$ cat src/dpmc_pkg.sv
// ----------------------------------------------------------------------------
// dpmc_pkg: shared types and constants for defect pixel median correction
// Widths, register codes and the word structs passed between pipeline stages.
// ----------------------------------------------------------------------------
`default_nettype none

package dpmc_pkg;

  localparam int MAX_WIDTH  = 4096;
  localparam int PIX_W      = 16;
  localparam int ENTRY_W    = PIX_W + 1;
  localparam int RAM_W      = 2 * ENTRY_W;
  localparam int GAIN_W     = 16;
  localparam int GAIN_FRAC  = 12;
  localparam int PROD_W     = PIX_W + GAIN_W;
  localparam int ADDR_W     = $clog2(MAX_WIDTH);
  localparam int WIDTH_W    = $clog2(MAX_WIDTH + 1);
  localparam int HEIGHT_W   = 16;
  localparam int ROW_W      = HEIGHT_W + 1;
  localparam int CFG_W      = 16;
  localparam int CFG_IDX_W  = 3;
  localparam int NBR_N      = 8;
  localparam int RANK_W     = $clog2(NBR_N + 1);
  localparam int MIN_WIDTH  = 3;
  localparam int MIN_HEIGHT = 2;
  localparam int MIN_GOOD   = 5;

  localparam logic [WIDTH_W-1:0]  WIDTH_RESET  = WIDTH_W'(4096);
  localparam logic [HEIGHT_W-1:0] HEIGHT_RESET = HEIGHT_W'(1024);
  localparam logic [GAIN_W-1:0]   GAIN_RESET   = GAIN_W'(4096);

  typedef enum logic [CFG_IDX_W-1:0] {
    REG_IMAGE_WIDTH  = CFG_IDX_W'(0),
    REG_IMAGE_HEIGHT = CFG_IDX_W'(1),
    REG_COMP_ENABLE  = CFG_IDX_W'(2),
    REG_COMP_GAIN    = CFG_IDX_W'(3)
  } cfg_reg_t;

  typedef struct packed {
    logic             flag;
    logic [PIX_W-1:0] value;
  } pix_entry_t;

  // clamped settings in use
  typedef struct packed {
    logic [WIDTH_W-1:0]  width;
    logic [HEIGHT_W-1:0] height;
    logic                comp_enable;
    logic [GAIN_W-1:0]   gain;
  } cfg_t;

  // one accepted word, scaled, with the position flags of the centre it releases
  typedef struct packed {
    pix_entry_t        entry;
    logic [ADDR_W-1:0] addr;
    logic              emit;
    logic              last;
    logic              top_ok;
    logic              bot_ok;
    logic              left_ok;
    logic              right_ok;
  } s1_t;

  typedef struct packed {
    pix_entry_t                   centre;
    logic [NBR_N-1:0][PIX_W-1:0]  vals;
    logic [NBR_N-1:0]             mask;
    logic                         last;
  } nbr_t;

endpackage

`default_nettype wire

$ cat src/dpmc_front.sv
// ----------------------------------------------------------------------------
// dpmc_front: input stage
// Raster counters, gain scaling and the input register; issues line store reads.
// ----------------------------------------------------------------------------
`default_nettype none

module dpmc_front (
  input  wire logic                          clk,
  input  wire logic                          rst,
  input  wire dpmc_pkg::cfg_t                cfg,
  input  wire logic                          in_valid,
  input  wire logic [dpmc_pkg::PIX_W-1:0]    in_pixel,
  input  wire logic                          in_defective,
  output      logic                          in_ready,
  output      dpmc_pkg::s1_t                 s1,
  output      logic                          s1_valid,
  input  wire logic                          s1_ready,
  output      logic                          rd_en,
  output      logic [dpmc_pkg::ADDR_W-1:0]   rd_addr
);

  logic [dpmc_pkg::ADDR_W-1:0]  col, col_next;
  logic [dpmc_pkg::ROW_W-1:0]   row, row_next;
  logic [dpmc_pkg::ROW_W-1:0]   h_ext, h_p1, row_p1;
  logic [dpmc_pkg::WIDTH_W-1:0] col_p1;
  logic                         col_nz;
  logic                         in_fire;
  logic [dpmc_pkg::PROD_W-1:0]  prod;
  logic [dpmc_pkg::PIX_W-1:0]   scaled;
  dpmc_pkg::s1_t                s1_next;

  assign in_ready = !s1_valid || s1_ready;
  assign in_fire  = in_valid && in_ready;
  assign rd_en    = in_fire;
  assign rd_addr  = col;

  assign h_ext  = dpmc_pkg::ROW_W'(cfg.height);
  assign h_p1   = h_ext + dpmc_pkg::ROW_W'(1);
  assign row_p1 = row + dpmc_pkg::ROW_W'(1);
  assign col_p1 = dpmc_pkg::WIDTH_W'(col) + dpmc_pkg::WIDTH_W'(1);
  assign col_nz = (col != '0);

  // Q4.12 gain, truncated and saturated
  always_comb begin
    prod = dpmc_pkg::PROD_W'(in_pixel) * dpmc_pkg::PROD_W'(cfg.gain);
    if (!cfg.comp_enable) begin
      scaled = in_pixel;
    end else if (|prod[dpmc_pkg::PROD_W-1:dpmc_pkg::GAIN_FRAC+dpmc_pkg::PIX_W]) begin
      scaled = '1;
    end else begin
      scaled = prod[dpmc_pkg::GAIN_FRAC+dpmc_pkg::PIX_W-1:dpmc_pkg::GAIN_FRAC];
    end
  end

  // the released centre sits one row and one column back; on column zero it is
  // the last column two rows back
  always_comb begin
    s1_next.entry.flag  = in_defective;
    s1_next.entry.value = scaled;
    s1_next.addr        = col;
    s1_next.emit        = (row >= dpmc_pkg::ROW_W'(2) || (row == dpmc_pkg::ROW_W'(1) && col_nz))
                          && (row < h_p1 || (row == h_p1 && !col_nz));
    s1_next.last        = (row == h_p1) && !col_nz;
    s1_next.top_ok      = col_nz ? (row >= dpmc_pkg::ROW_W'(2)) : (row >= dpmc_pkg::ROW_W'(3));
    s1_next.bot_ok      = col_nz ? (row_p1 <= h_ext) : (row <= h_ext);
    s1_next.left_ok     = col_nz ? (col >= dpmc_pkg::ADDR_W'(2)) : 1'b1;
    s1_next.right_ok    = col_nz && (col_p1 <= cfg.width);
  end

  always_comb begin
    col_next = col;
    row_next = row;
    if (in_fire) begin
      if (row >= h_p1) begin
        col_next = '0;
        row_next = '0;
      end else if (col_p1 >= cfg.width) begin
        col_next = '0;
        row_next = row_p1;
      end else begin
        col_next = col_p1[dpmc_pkg::ADDR_W-1:0];
      end
    end
  end

  always_ff @(posedge clk) begin
    if (rst) begin
      col      <= '0;
      row      <= '0;
      s1_valid <= 1'b0;
    end else begin
      col <= col_next;
      row <= row_next;
      if (in_fire) begin
        s1_valid <= 1'b1;
      end else if (s1_ready) begin
        s1_valid <= 1'b0;
      end
    end
  end

  always_ff @(posedge clk) begin
    if (in_fire) begin
      s1 <= s1_next;
    end
  end

endmodule

`default_nettype wire

$ cat config.mk
export PLATFORM = sky130hd
export DESIGN_NAME = dpmc_front
export DESIGN_NICKNAME = d
export VERILOG_FILES = /design/src/dpmc_pkg.sv /design/src/dpmc_front.sv
export SDC_FILE = /design/constraint.sdc
export NUM_CORES = 1
export LEC_CHECK = 0
export ABC_AREA = 1
export BUFFER_PORTS_ARGS = -buffer_cell sky130_fd_sc_hd__buf_4
export CAP_MARGIN = 30
export CORE_MARGIN = 10
export CORE_UTILIZATION = 50
export DETAILED_ROUTE_END_ITERATION = 8
export PLACE_DENSITY = 0.7
export SLEW_MARGIN = 0
export SYNTH_ARGS = -nofsm -noshare
export SYNTH_HDL_FRONTEND = slang
export SYNTH_SLANG_ARGS = --single-unit
$ cat constraint.sdc
create_clock -name clk -period 6.65 [get_ports clk]
set_clock_uncertainty 0.2 [all_clocks]
set_input_delay 0.665 -clock clk [delete_from_list [all_inputs] [get_ports clk]]
set_output_delay 0.665 -clock clk [all_outputs]
set_load 0.02 [all_outputs]
==> impl_results.md <==
* Outcome: finished clean
* CTS clock-pin slew for the worst setup and hold paths at 60 ps
* VDD IR-drop max at 0.000595 V
* Placed wire-length estimate at 31.6 mm
* CTS tree: yes
* Cts hold-fix bufs at 0
* Simple-gate share of the synthesized area at 21.7%
* Synth top area cells: fa_1 (27%), ha_1 (15%), inv_1 (13%)
* Largest net degree at the start of global routing at 53
* Clock Path Buffers at 2
* Post-Syn Instances at 1947
* Buffers and inverters on the worst path at 8
* Slowest stage delay, CP at 610 ps
* Largest family of logic cells by synthesized area: adder cells
* Gate power share at 87.7%
* Yosys reg bits at 65
* Cell family with most CP delay: adder cells
* Final RePlAce weighted congestion at 0.976
* Slew Viols, Final at 0
* Yosys warnings at 0
* Syn nets at 2377
* P per Cell Area at 500 mW/mm2
* Net Switching at 0.00456 W
* Die span in y at 189 um
* Required time at the worst-slack endpoint at 6540 ps
* Drt first-iter violations at 857
* Die extent in x at 189 um
* Unrepaired setup endpoints after global routing: false
* Mapped cell area at 0.0142 mm2
* Detailed Routing Iterations Pass 1 at 5
* # IOs at 117
* Post-synthesis mux area share at 0%
* Tcrit/Tclk final at 95.2%
* Fin. Hold Viols at 0
* Core Rows at 61
* Maxcap violations at 0
* Initial Util at 51.0%
* Placeable Area at 0.0279 mm2
* Crit-path slowest cell: fa_1
* Most used standard cell by instance count after synthesis: inv_1
* Vias in the first global route at 12907
* Final ANT Viol Nets at 0
* Number of enable flip-flop cells after synthesis at 35
* Seq pwr share at 6.6%
* Leak pwr at 9.02 nW
* Adder-cell share of the synthesized area at 42.1%
* Post-synth top flop: edfxtp_1
* Synth Area in Compound Gates at 6.34%
* First-pass GRT wire length at 65.0 mm
* Post-synth top area cell: fa_1
* CP arrival at 6230 ps
* CTS buffer count at 9
* Fmax at 0.158 GHz
* P_int at 0.00325 W
* Hold WS at 302 ps
* Startpoint types: primary input
* Port Buffers at 116
* Power share of the clock group at 5.7%
* Critical Path Fanout Max at 17
* Post-synth top cells: inv_1 (498), nand2_1 (495), fa_1 (193), ha_1 (170), nor2_1 (99)
* Gr usage total at 22.2%
* Initial antenna violation count at 0
* Wire per inst at 16.0 um
* Hold Crit Class: in2reg
* Grt total ovfl at 0
* Root Driver: clkbuf_16
* Num Clock Sinks at 65
* Worst-Margin Slew at 828 ps
* Diode count at 0
* Synth unique cells at 45
* Kind of critical path: in2reg
* Finished Core Util at 55.9%
* H-Tree Depth at 3
* Later-pin clock latency in the skew report at 340 ps
* Synth-to-Final Area Change at 9.63%
* WL final at 38.2 mm
* Crit end category: flop
* Post-synth ARST share at 0%
* Area of the die at 0.0356 mm2
* Avg Inst Size Synth at 7.32 um2
* Sequential fraction of the synthesis area at 11.6%
* Vias per inst at 5.15
* PnR Total Power at 0.00780 W
* Max-slew headroom at 44.3%
* Final number of setup-violating endpoints at 0
* Share of cells above drive strength 1 at 9.46%
* Post-synth top area share at 27.1%
* Vias at 12290
* Synth Area in XOR/XNOR at 2.40%
* Final nets at 2434
* Setup_tns at 0 ps
* Switching Share at 58.4%
* Post-route minimum period at 6330 ps
* Residual DRC at 0
==> metrics by stage <==
stage / instances / setup slack (ps) / instance area (um2)
final: 2387 / 319 / 15600
after global routing: 2387 / 0.184 / 15600
after CTS: 2387 / 392 / 15600
after detailed placement: 2371 / 41.8 / 15300
after global placement: 2371 / 111 / 15300
after floorplan: 1947 / 133 / 14200
==> routing by layer <==
layer  vias to the layer above  share of wire [%]  GRT usage (%)
li1                       5937                  -              -
met1                      5939                 44           29.6
met2                       368                 48           36.8
met3                        46                6.3           3.77
met4                         0                1.8           5.16
met5                         -                  0              0
==> flip-flops by register name, indices dropped and copies added, names as in the netlist <==
register  flops
s1           35
row          17
rd_addr      12
s1_valid      1
==> power groups by stage <==
| stage | registers, W | clock network, W | logic (W) |
|---|---|---|---|
| after floorplan | 0.000564 | 0 | 0.00493 |
| after global routing | 0.000515 | 0.000471 | 0.00782 |
| final | 0.000513 | 0.000443 | 0.00685 |
| after CTS | 0.000513 | 0.000456 | 0.00678 |
| after detailed placement | 0.000520 | 0 | 0.00671 |
| after global placement | 0.000523 | 0 | 0.00669 |
==> logic make-up after synthesis <==
kind of cell / Yosys count
simple gates: 736
fa+ha+maj: 363
xor+xnor: 39
compound gates: 158
flops: 65
buf+inv: 586
==> final timing paths <==
| check | from | to | slack, ps | depth (start not counted) |
|---|---|---|---|---|
| min | in_defective | s1[34] | 300 | 1 |
| max reg2reg | rd_addr[0] | rd_addr[1] | 2800 | 17 |
| min reg2reg | s1_valid | s1_valid | 330 | 2 |
| max | in_pixel[6] | s1[31] | 320 | 27 |
==> cell type report <==
type / count / area (um2)
timing repair buffer: 133 / 1010
tap: 378 / 473
fill: 2721 / 12300
clock inverter: 7 / 46.3
sequential: 65 / 1650
clock buffer: 9 / 225
multi-input combinational: 1296 / 10300
inverter: 499 / 1870
==> cells in the final DEF (no fill, tap or decap), drive strengths merged <==
cell / n
a211oi: 1
a21boi: 4
a21o: 4
a21oi: 101
a31oi: 1
a41oi: 1
and2: 1
and3: 1
buf: 133
clkbuf: 9
clkinv: 5
clkinvlp: 1
dfxtp: 30
edfxtp: 35
fa: 193
ha: 170
inv: 500
nand2: 503
nand3: 50
nand3b: 3
nand4: 29
nor2: 106
nor3: 27
nor3b: 1
nor4: 10
nor4b: 1
o211ai: 3
o21a: 2
o21ai: 30
o21bai: 9
o31ai: 2
or2: 4
xnor2: 6
xor2: 33
==> timing repair <==
item | 4_1_cts | 5_1_grt
setup buffers | 0 | 0
endpoints found under the setup margin | 0 | 3
gates resized for setup | 0 | 2
(Power assumes the default switching activity.)
