[src/dpmc_pkg.sv]
// ----------------------------------------------------------------------------
// dpmc_pkg: shared types and constants for defect pixel median correction
// Widths, register codes and the word structs passed between pipeline stages.
// ----------------------------------------------------------------------------
`default_nettype none

package dpmc_pkg;

  localparam int MAX_WIDTH  = 4096;
  localparam int PIX_W      = 16;
  localparam int ENTRY_W    = PIX_W + 1;
  localparam int RAM_W      = 2 * ENTRY_W;
  localparam int GAIN_W     = 16;
  localparam int GAIN_FRAC  = 12;
  localparam int PROD_W     = PIX_W + GAIN_W;
  localparam int ADDR_W     = $clog2(MAX_WIDTH);
  localparam int WIDTH_W    = $clog2(MAX_WIDTH + 1);
  localparam int HEIGHT_W   = 16;
  localparam int ROW_W      = HEIGHT_W + 1;
  localparam int CFG_W      = 16;
  localparam int CFG_IDX_W  = 3;
  localparam int NBR_N      = 8;
  localparam int RANK_W     = $clog2(NBR_N + 1);
  localparam int MIN_WIDTH  = 3;
  localparam int MIN_HEIGHT = 2;
  localparam int MIN_GOOD   = 5;

  localparam logic [WIDTH_W-1:0]  WIDTH_RESET  = WIDTH_W'(4096);
  localparam logic [HEIGHT_W-1:0] HEIGHT_RESET = HEIGHT_W'(1024);
  localparam logic [GAIN_W-1:0]   GAIN_RESET   = GAIN_W'(4096);

  typedef enum logic [CFG_IDX_W-1:0] {
    REG_IMAGE_WIDTH  = CFG_IDX_W'(0),
    REG_IMAGE_HEIGHT = CFG_IDX_W'(1),
    REG_COMP_ENABLE  = CFG_IDX_W'(2),
    REG_COMP_GAIN    = CFG_IDX_W'(3)
  } cfg_reg_t;

  typedef struct packed {
    logic             flag;
    logic [PIX_W-1:0] value;
  } pix_entry_t;

  // clamped settings in use
  typedef struct packed {
    logic [WIDTH_W-1:0]  width;
    logic [HEIGHT_W-1:0] height;
    logic                comp_enable;
    logic [GAIN_W-1:0]   gain;
  } cfg_t;

  // one accepted word, scaled, with the position flags of the centre it releases
  typedef struct packed {
    pix_entry_t        entry;
    logic [ADDR_W-1:0] addr;
    logic              emit;
    logic              last;
    logic              top_ok;
    logic              bot_ok;
    logic              left_ok;
    logic              right_ok;
  } s1_t;

  typedef struct packed {
    pix_entry_t                   centre;
    logic [NBR_N-1:0][PIX_W-1:0]  vals;
    logic [NBR_N-1:0]             mask;
    logic                         last;
  } nbr_t;

endpackage

`default_nettype wire

[src/dpmc_select.sv]
// ----------------------------------------------------------------------------
// dpmc_select: neighbour median select and output register
// Ranks the usable neighbours in parallel and picks the middle one.
// ----------------------------------------------------------------------------
`default_nettype none

module dpmc_select (
  input  wire logic                        clk,
  input  wire logic                        rst,
  input  wire dpmc_pkg::nbr_t              s2,
  input  wire logic                        s2_valid,
  output      logic                        s2_ready,
  output      logic                        out_valid,
  input  wire logic                        out_ready,
  output      logic [dpmc_pkg::PIX_W-1:0]  out_pixel,
  output      logic                        out_last
);

  logic [dpmc_pkg::RANK_W-1:0] rank [dpmc_pkg::NBR_N];
  logic [dpmc_pkg::RANK_W-1:0] cnt, half;
  logic [dpmc_pkg::PIX_W-1:0]  pick, res;
  logic                        less;
  logic                        s2_fire;

  assign s2_ready = !out_valid || out_ready;
  assign s2_fire  = s2_valid && s2_ready;

  // rank with ties broken by position gives a unique sorted order
  always_comb begin
    cnt  = '0;
    pick = '0;
    less = 1'b0;
    for (int i = 0; i < dpmc_pkg::NBR_N; i++) begin
      cnt = cnt + dpmc_pkg::RANK_W'(s2.mask[i]);
    end
    half = cnt >> 1;
    for (int i = 0; i < dpmc_pkg::NBR_N; i++) begin
      rank[i] = '0;
      for (int j = 0; j < dpmc_pkg::NBR_N; j++) begin
        less = s2.mask[j] && ((s2.vals[j] < s2.vals[i]) ||
                              ((s2.vals[j] == s2.vals[i]) && (j < i)));
        rank[i] = rank[i] + dpmc_pkg::RANK_W'(less);
      end
      if (s2.mask[i] && (rank[i] == half)) begin
        pick = pick | s2.vals[i];
      end
    end
    if (s2.centre.flag && (cnt >= dpmc_pkg::RANK_W'(dpmc_pkg::MIN_GOOD))) begin
      res = pick;
    end else begin
      res = s2.centre.value;
    end
  end

  always_ff @(posedge clk) begin
    if (rst) begin
      out_valid <= 1'b0;
    end else if (s2_fire) begin
      out_valid <= 1'b1;
    end else if (out_ready) begin
      out_valid <= 1'b0;
    end
  end

  always_ff @(posedge clk) begin
    if (s2_fire) begin
      out_pixel <= res;
      out_last  <= s2.last;
    end
  end

endmodule

`default_nettype wire

[config.mk]
export PLATFORM = sky130hd
export DESIGN_NAME = dpmc_select
export DESIGN_NICKNAME = d
export VERILOG_FILES = /design/src/dpmc_pkg.sv /design/src/dpmc_select.sv
export SDC_FILE = /design/constraint.sdc
export NUM_CORES = 1
export LEC_CHECK = 0
export BUFFER_PORTS_ARGS = -buffer_cell sky130_fd_sc_hd__clkbuf_2
export CELL_PAD_IN_SITES_DETAIL_PLACEMENT = 2
export CELL_PAD_IN_SITES_GLOBAL_PLACEMENT = 2
export CORE_AREA = 2 2 208 210
export CTS_CLUSTER_DIAMETER = 50
export DETAILED_ROUTE_END_ITERATION = 10
export DIE_AREA = 0 0 210 212
export PLACE_DENSITY_LB_ADDON = 0.1
export SLEW_MARGIN = 10
export SYNTH_ARGS = -nofsm -noshare
export SYNTH_HDL_FRONTEND = slang
export SYNTH_SLANG_ARGS = --single-unit
[constraint.sdc]
create_clock -name clk -period 4.7 [get_ports clk]
set_input_delay 0.235 -clock clk [delete_from_list [all_inputs] [get_ports clk]]
set_output_delay 0.235 -clock clk [all_outputs]
set_load 0.01 [all_outputs]
==> results of run 1 <==
[report_power, final]
part	switching [mW]	internal (mW)	total, mW
combinational	2.57	1.99	4.56
clock	0.0989	0.131	0.230
sequential	0.0238	0.226	0.250
[metrics by stage]
| step | setup TNS, ps | setup WS (ps) | area, µm² |
|---|---|---|---|
| floorplan | -1044 | -104.4 | 13960 |
| global placement | -17590 | -1107 | 18800 |
| detailed placement | -19050 | -1206 | 18800 |
| CTS | -6985 | -483.6 | 19730 |
| global route | -10000 | -668.9 | 20790 |
| finish | -8889 | -584.8 | 20800 |
[synthesized netlist by cell type (6+ instances only)]
cell	n	area, µm²
o21ai_0	75	375.4
and3_1	11	68.82
o211ai_1	21	157.7
o32a_1	16	160.2
xnor2_1	9	78.83
a221o_1	17	170.2
nor2b_1	51	319.1
nand2_1	69	259.0
a21o_1	89	668.1
ha_1	481	6018
nand2b_1	7	43.79
inv_1	191	716.9
nor2_1	39	146.4
a32o_1	6	60.06
and4_1	20	175.2
and2_1	17	106.4
xor2_1	11	96.34
o21a_1	25	187.7
clkbuf_1	19	71.32
nand3_1	61	305.3
a211oi_1	21	157.7
o31ai_1	18	135.1
a21oi_1	132	660.6
nor3_1	12	60.06
fa_1	30	600.6
nor4_1	49	306.5
nand4_1	83	519.3
a22o_1	16	140.1
edfxtp_1	17	510.5
or2_2	18	112.6
[kinds of logic (layout without fill, tap and decap cells)]
| group | count (synthesis) | after routing | synth area share [%] |
|---|---|---|---|
| buffers and inverters | 215 | 844 | 5.927 |
| muxes | 5 | 5 | 0.3625 |
| and+or+nand+nor | 453 | 453 | 18.51 |
| adders and majority gates | 511 | 511 | 47.94 |
| xor gates and xnor gates | 21 | 21 | 1.468 |
| other | 0 | 4 | 0 |
| AOI/OAI and AO/OA | 454 | 454 | 21.95 |
| DFF | 18 | 18 | 3.842 |
[cell usage in the layout (no fill, tap or decap), types with 38 or more instances in the layout]
master and n:
ha_1 439, buf_4 421, clkbuf_2 151, inv_1 150, a21oi_1 110, a21o_1 89
nand4_1 83, nand2_1 68, o21ai_0 54, nor2b_1 47, nand3_1 44, nor4_1 42
ha_4 38
[area by class of cell]
cell class	instances	area [µm²]
Multi-Input combinational cell	1444	13760
Timing Repair Buffer	648	4959
Fill cell	4675	21700
Tap cell	546	683.2
Inverter	192	773.2
Antenna cell	4	10.01
Sequential cell	18	530.5
Clock buffer	4	88.84
[final timing paths]
kind | slack [ps] | cells after the start | endpoint | from
setup / recovery | -580 | 23 | out_pixel[9]$_DFFE_PP_ | s2[25]
hold / removal | 100 | 2 | out_valid$_SDFFE_PP0P_ | rst
setup reg to reg | 3420 | 3 | out_pixel[3]$_DFFE_PP_ | out_valid$_SDFFE_PP0P_
hold reg to reg | 550 | 2 | out_valid$_SDFFE_PP0P_ | out_valid$_SDFFE_PP0P_
[per-layer routing]
layer  routed length (µm)  track usage, %  vias to the layer above
met5                   18               0                        -
met4                 4770           14.97                        2
met3                 5926           4.417                      225
met2                42620           66.03                      693
met1                36570           47.84                     8822
li1                     -               -                     7666
[what timing repair did]
| action | CTS | global route |
|---|---|---|
| endpoints found under the setup margin | 16 | 16 |
| pin swaps | 54 | 105 |
| gates resized for setup | 141 | 180 |
| cloned | 1 | 2 |
| buffers inserted | 23 | 22 |
[flip-flops by register name, summed over array words and instances, names as in the netlist]
| signal | flops |
|---|---|
| out_pixel | 16 |
| out_last | 1 |
| out_valid | 1 |
==> metrics.txt, run 1 <==
Fmax achieved=189.2 MHz; Num CTS Buffers=3; CP top delay family=adder cells; CP startpoint kind=input port; Leak Pwr=10.56 nW; num ports=177; Most used DFF post-synth=edfxtp_1; clock sink count=18; Die Y=212 µm; Clock Root Buffer=clkbuf_16; GR Overflow Total=0; Syn. warnings=0; IO Port Bufs=176; DIE AREA=44520 µm²; Hold Crit Class=in -> reg; Core Util, Final=48.94%; WP data arrival=5330 ps; die span in x=210 µm; syn nets=2346; post-synthesis async set-or-reset flop share=0%; crit end category=flip-flop; first-pass detailed-route iteration total=5; unrepaired setup endpoints after global routing=true; crit-path max FO=8; Overall Global Routing Usage=37.94%; Clock Skew=14.24 ps; #FFs+latches synth=18; Worst VDD drop=0.0002123 V; routability cong.=0.9543; via count=17410; pwr/cell area=242.3 nW/µm²; final setup violation count=16; Crit Path Class=in -> reg; Worst-Margin Slew=1293 ps; final hold slack=99.03 ps; Slew headroom=13.78%; failing checks=negative setup slack; clock-pin slew on the worst setup and hold paths=80 ps; slowest cell on the critical path=fa_1; Crit path required time=4740 ps; DP HPWL=74290 µm; via/cell ratio=6.095; post-route insts no fill=2856; syn_area_per_cell=8.233 µm²; Post-Place Cells=2804; wire per inst=31.48 µm; worst path bufs/invs=6; CTS H-tree lvls=1; largest net degree at the start of global routing=18; PnR worst setup slack=-584.8 ps; number of synthesized flops with an enable pin=17; Syn-to-layout area delta=50.66%; hold buffers post-CTS=0; vias in the first global route=18740; drt drc=0; Initial Utilization=32.48%; outcome=complete, but fails checks; Yosys cell types=54; max-slew violations=0; total power=5.040 mW; period utilization=112.4%; initial antenna violation count=5; Max Root-Sink Buffers=2; synthesized cell area=13810 µm²; min Tclk post-route=5285 ps; Final #Nets=2976; CP max stage delay=540 ps; fraction of the yosys area taken by sequential cells=3.842%; cell count after synthesis=1677; Routed Antenna Nets=0; TritonCTS clock tree=built; wirelength, routed=89910 µm; Max Cap Violations=0; first-pass GRT wire length=122300 µm; endpoints failing hold=0; crit path cell chain=clkbuf_8, clkinvlp_4, buf_6, ha_2, nor2b_1, o21a_1, o21a_1, o21bai_1, a21o_1, a32o_2, ha_4, inv_1, fa_1, fa_1, inv_2, ha_4, fa_2, xor2_2, nor3_2, and2_4, buf_12, a22o_4, o32a_1; share of layout cells above drive strength 1=38.38%; worst-skew pair later-pin latency=290 ps; row cnt=76; initial drt markers=1154; core region area=42510 µm²
Power figures use the tool's default switching activity.
==> run 2, diff against run 1 <==
--- a/config.mk
+++ b/config.mk
@@ -8,10 +8,10 @@
 export BUFFER_PORTS_ARGS = -buffer_cell sky130_fd_sc_hd__clkbuf_2
 export CELL_PAD_IN_SITES_DETAIL_PLACEMENT = 2
 export CELL_PAD_IN_SITES_GLOBAL_PLACEMENT = 2
-export CORE_AREA = 2 2 208 210
+export CORE_AREA = 2 2 189 191
 export CTS_CLUSTER_DIAMETER = 50
 export DETAILED_ROUTE_END_ITERATION = 10
-export DIE_AREA = 0 0 210 212
+export DIE_AREA = 0 0 191 193
 export PLACE_DENSITY_LB_ADDON = 0.1
 export SLEW_MARGIN = 10
 export SYNTH_ARGS = -nofsm -noshare
==> constraint.sdc (replaced) <==
create_clock -name clk -period 6.6 [get_ports clk]
set_input_delay 0.33 -clock clk [delete_from_list [all_inputs] [get_ports clk]]
set_output_delay 0.33 -clock clk [all_outputs]
set_load 0.01 [all_outputs]
==> metrics.txt, run 2 (same netlist as run 1, synthesis figures left out) <==
most frequent cells in the layout=ha_1, inv_1, clkbuf_2, a21oi_1, a21o_1; Worst VDD drop=0.0001213 V; DIE AREA=36860 µm²; Crit Path Class=in -> reg; Syn-to-layout area delta=13.81%; Reg power frac=6.7%; Worst R2R Path Depth=2; largest net degree at the start of global routing=21; wire per inst=30.94 µm; CP startpoint kind=input port; post-route design area=15710 µm²; Leak Pwr=8.277 nW; Final TNS setup=0 ps; wirelength, routed=72810 µm; final setup violation count=0; num ports=177; Hold Crit Class=in -> reg; Routed Antenna Nets=0; dpl cell area=15610 µm²; via count=15070; Initial Utilization=39.49%; Worst Hold Path EP=out_valid$_SDFFE_PP0P_; slowest cell on the critical path=and2_1; GR Overflow Total=0; max-slew violations=0; IO Port Bufs=176; Core Util, Final=44.94%; first-pass detailed-route iteration total=5; core region area=34960 µm²; Hold Path Origin=rst; Worst-Margin Slew=1199 ps; crit path cell chain=clkbuf_2, inv_1, ha_1, nor2b_1, o21a_1, o21ai_0, a211oi_1, o31ai_1, and2_1, ha_1, inv_1, fa_1, fa_1, inv_1, ha_1, fa_1, nor2b_1, a32o_1, mux2i_1, and2_1, a22o_1, o32a_1; crit path from=s2[58]; Fmax achieved=158.7 MHz; Clock Skew=2.288 ps; DP HPWL=63200 µm; initial antenna violation count=0; Slew headroom=20.06%; Hold Path Stages=2; unrepaired setup endpoints after global routing=false; final hold slack=210.3 ps; Num CTS Buffers=3; top flop regs=out_pixel: 16 flops, out_last: 1 flops, out_valid: 1 flops; min Tclk post-route=6300 ps; clock power share=5.5%; via/cell ratio=6.402; share of layout cells above drive strength 1=13.76%; r2r endpoint=out_pixel[12]$_DFFE_PP_; reg-to-reg startpoint=out_valid$_SDFFE_PP0P_; initial drt markers=1062; Max Root-Sink Buffers=2; Crit path required time=6740 ps; CTS H-tree lvls=1; period utilization=95.46%; Die Y=193 µm; worst-skew pair later-pin latency=270 ps; WP data arrival=6440 ps; crit end category=flip-flop; Final #Nets=2560; commonest non-fill, non-tap cell in the layout=ha_1; routability cong.=0.9918; die span in x=191 µm; TritonCTS clock tree=built; cell-internal power=1.072 mW; first-pass GRT wire length=104700 µm; drt drc=0; row cnt=69; Sw Share=59.02%; max FFs per register=16; combinational share of power=87.8%; flop-to-flop setup slack=4860 ps; vias in the first global route=15930; Clock Root Buffer=clkbuf_16; Largest Register=out_pixel; CP max stage delay=760 ps; Max Cap Violations=0; net switching power=1.545 mW; crit-path max FO=15; pwr/cell area=166.5 nW/µm²; outcome=finished clean; clock sink count=18; clock-pin slew on the worst setup and hold paths=70 ps; endpoints failing hold=0; Overall Global Routing Usage=39.14%
run 2: cell types whose count changed in the layout (fill, tap and decap cells not counted), moves of 22 or more:
cell	delta
a21oi_1	+22
inv_2	-27
buf_4	-366
inv_1	+41
ha_4	-38
buf_6	-30
clkbuf_2	+25
ha_1	+42
run 2: worst max path at each step:
stage                               to  slack (ps)
5_1_grt         out_pixel[5]$_DFFE_PP_         100
3_5_place_dp   out_pixel[12]$_DFFE_PP_         110
6_report        out_pixel[5]$_DFFE_PP_         300
4_1_cts         out_pixel[5]$_DFFE_PP_         340
3_3_place_gp   out_pixel[15]$_DFFE_PP_         320
2_1_floorplan  out_pixel[10]$_DFFE_PP_        1440
run 2: stage by stage:
step,cells,total power [mW],setup WS [ps]
after floorplan,1677,1.483,1442
after global placement,2346,2.268,322.5
after detailed placement,2346,2.382,106.4
after CTS,2350,2.538,344.9
after global routing,2351,2.789,96.83
final,2353,2.617,299.6
run 2: worst max-delay path, delay by kind of cell:
kind / cells / cell delay (ps)
compound gates: 7 / 1830
fa+ha+maj: 6 / 2210
buf+inv: 4 / 540
mux: 1 / 230
simple gates: 4 / 1290
run 2: repair_timing:
| item | CTS | global route |
|---|---|---|
| resized for setup | 0 | 0 |
| setup buffers | 0 | 1 |
| hold buffers | 0 | 0 |
| endpoints found under the setup margin | 0 | 1 |
run 2: final cells by class:
| class | count | area (µm²) |
|---|---|---|
| Sequential cell | 18 | 530.5 |
| Multi-Input combinational cell | 1444 | 12490 |
| Clock inverter | 1 | 3.754 |
| Tap cell | 461 | 576.8 |
| Antenna cell | 2 | 5.005 |
| Clock buffer | 3 | 75.07 |
| Timing Repair Buffer | 232 | 1314 |
| Inverter | 192 | 720.7 |
| Fill cell | 4069 | 19250 |
run 2: routing by layer:
metal	track usage (%)	up-vias	wire length (µm)
li1	-	6836	-
met1	51.35	7542	31900
met2	66.61	555	33780
met3	3.367	132	3831
met4	15.00	0	3296
met5	0	-	0
run 2: power groups by stage:
stage	Combinational [mW]	Clock, mW	Sequential, mW
final	2.30	0.143	0.176
after global routing	2.47	0.145	0.177
after global placement	2.09	0	0.178
after CTS	2.22	0.141	0.176
after floorplan	1.30	0	0.181
after detailed placement	2.20	0	0.178
==> run 3, diff against run 2 <==
--- a/config.mk
+++ b/config.mk
@@ -12,6 +12,7 @@
 export CTS_CLUSTER_DIAMETER = 50
 export DETAILED_ROUTE_END_ITERATION = 10
 export DIE_AREA = 0 0 191 193
+export GPL_TIMING_DRIVEN = 0
 export PLACE_DENSITY_LB_ADDON = 0.1
 export SLEW_MARGIN = 10
 export SYNTH_ARGS = -nofsm -noshare
==> metrics.txt, run 3 (same netlist as run 1, synthesis figures left out) <==
Leak Pwr=8.056 nW; CP startpoint kind=input port; Hold Path Origin=rst; wirelength, routed=68960 µm; share of layout cells above drive strength 1=11.63%; reg-to-reg startpoint=out_valid$_SDFFE_PP0P_; routability cong.=0.9854; die span in x=191 µm; Clock Root Buffer=clkbuf_16; initial drt markers=1101; Setup Fix Bufs, Post-CTS=0; IO Port Bufs=176; r2r endpoint=out_pixel[8]$_DFFE_PP_; worst-skew pair later-pin latency=270 ps; Final TNS setup=0 ps; unrepaired setup endpoints after global routing=false; Overall Global Routing Usage=37.22%; Fmax achieved=156.1 MHz; largest net degree at the start of global routing=18; post-route insts no fill=2319; Crit path required time=6720 ps; Crit Path Class=in -> reg; initial antenna violation count=3; first-pass detailed-route iteration total=5; TritonCTS clock tree=built; Clock Skew=2.203 ps; vias in the first global route=15870; Worst VDD drop=0.0001965 V; CTS H-tree lvls=1; Max Root-Sink Buffers=2; clock-pin slew on the worst setup and hold paths=70 ps; top flop regs=out_pixel: 16 flops, out_last: 1 flops, out_valid: 1 flops; Routed Antenna Nets=0; grt peak-use layer=met2; Max Cap Violations=0; via/cell ratio=6.463; flop-to-flop setup slack=4860 ps; min Tclk post-route=6408 ps; Core Util, Final=44.07%; met2 usage=62.95%; Worst R2R Path Depth=2; crit end category=flip-flop; Post-Place Cells=2314; Syn-to-layout area delta=11.60%; total power=2.523 mW; DP HPWL=59820 µm; drt drc=0; Hold Path Stages=2; pwr/cell area=163.7 nW/µm²; grt met1 use=48.74%; GR Overflow Total=0; wire per inst=29.74 µm; row cnt=69; via count=14990; period utilization=97.09%; Num CTS Buffers=3; core region area=34960 µm²; GR Util met3=3.928%; Slew headroom=22.79%; final setup violation count=0; Initial Utilization=39.49%; DIE AREA=36860 µm²; commonest non-fill, non-tap cell in the layout=ha_1; Worst-Margin Slew=1158 ps; clock sink count=18; Worst Hold Path EP=out_valid$_SDFFE_PP0P_; WP data arrival=6520 ps; num ports=177; crit-path max FO=10; outcome=finished clean; most frequent cells in the layout=ha_1, inv_1, clkbuf_2, a21oi_1, a21o_1; max FFs per register=16; Die Y=193 µm; Final #Nets=2527; endpoints failing hold=0; max-slew violations=0; Largest Register=out_pixel; first-pass GRT wire length=101000 µm; Hold Crit Class=in -> reg
[run 3: changes by cell type in the layout (fill, tap and decap cells not counted), sizes merged]
cell / delta
buf: -52
clkbuf: +20
clkinv: -1
diode: -1
[run 3: report_power, final]
| group | internal [mW] | switching [mW] |
|---|---|---|
| combinational | 0.774 | 1.44 |
| sequential | 0.160 | 0.00676 |
| clock | 0.0830 | 0.0614 |
| total | 1.02 | 1.51 |
[run 3: cell type report]
type / count / area (µm²)
fillers: 4094 / 19560
multi-input cells: 1444 / 12520
repair buffers: 176 / 880.8
inverters: 192 / 720.7
well taps: 461 / 576.8
flip-flops and latches: 18 / 530.5
plain buffers: 23 / 101.3
clock buffers: 4 / 78.83
diodes: 1 / 2.502
[run 3: worst max-delay path: stages]
cell and delay, ps:
clkbuf_2 240, inv_1 140, ha_1 320, nor2b_1 140, o21a_1 170, o21ai_0 370
a211oi_1 150, o31ai_1 620, and2_1 220, ha_1 230, inv_1 80, fa_1 430
fa_1 560, inv_1 50, ha_1 200, inv_1 70, fa_1 450, xnor2_2 270
clkbuf_2 290, nor4_1 720, nand2_1 160, nand4_1 110, o32a_1 200
[run 3: how the worst max path moves through the flow]
stage                       from                       to  slack [ps]  depth (start not counted)
after detailed placement  s2[42]  out_pixel[14]$_DFFE_PP_        -460                         21
after CTS                 s2[42]  out_pixel[14]$_DFFE_PP_          20                         21
after global routing      s2[82]  out_pixel[14]$_DFFE_PP_           6                         24
after global placement    s2[42]   out_pixel[7]$_DFFE_PP_        -380                         21
final                     s2[26]   out_pixel[4]$_DFFE_PP_         190                         23
after floorplan           s2[50]  out_pixel[10]$_DFFE_PP_        1440                         19
[run 3: what timing repair did]
item	4_1_cts	5_1_grt
gates resized for setup	1	14
hold buffers	0	0
endpoints found under the setup margin	10	11
cloned	0	0
[run 3: routing by layer]
metal  wire length, µm  share of wire (%)  vias up
met3              3930                5.7      154
met2             31430                 46      553
met4              3172                4.6        2
li1                  -                  -     6762
met1             30420                 44     7517
met5                13              0.019        -
[run 3: per-stage QoR]
step                hold WS, ps  setup slack, ps  area (µm²)
floorplan                 399.1             1442       13810
global placement          487.5           -383.2       15260
detailed placement        496.4           -460.3       15270
CTS                       212.9            15.73       15360
global route              224.6            6.157       15410
finish                    208.7            191.9       15410
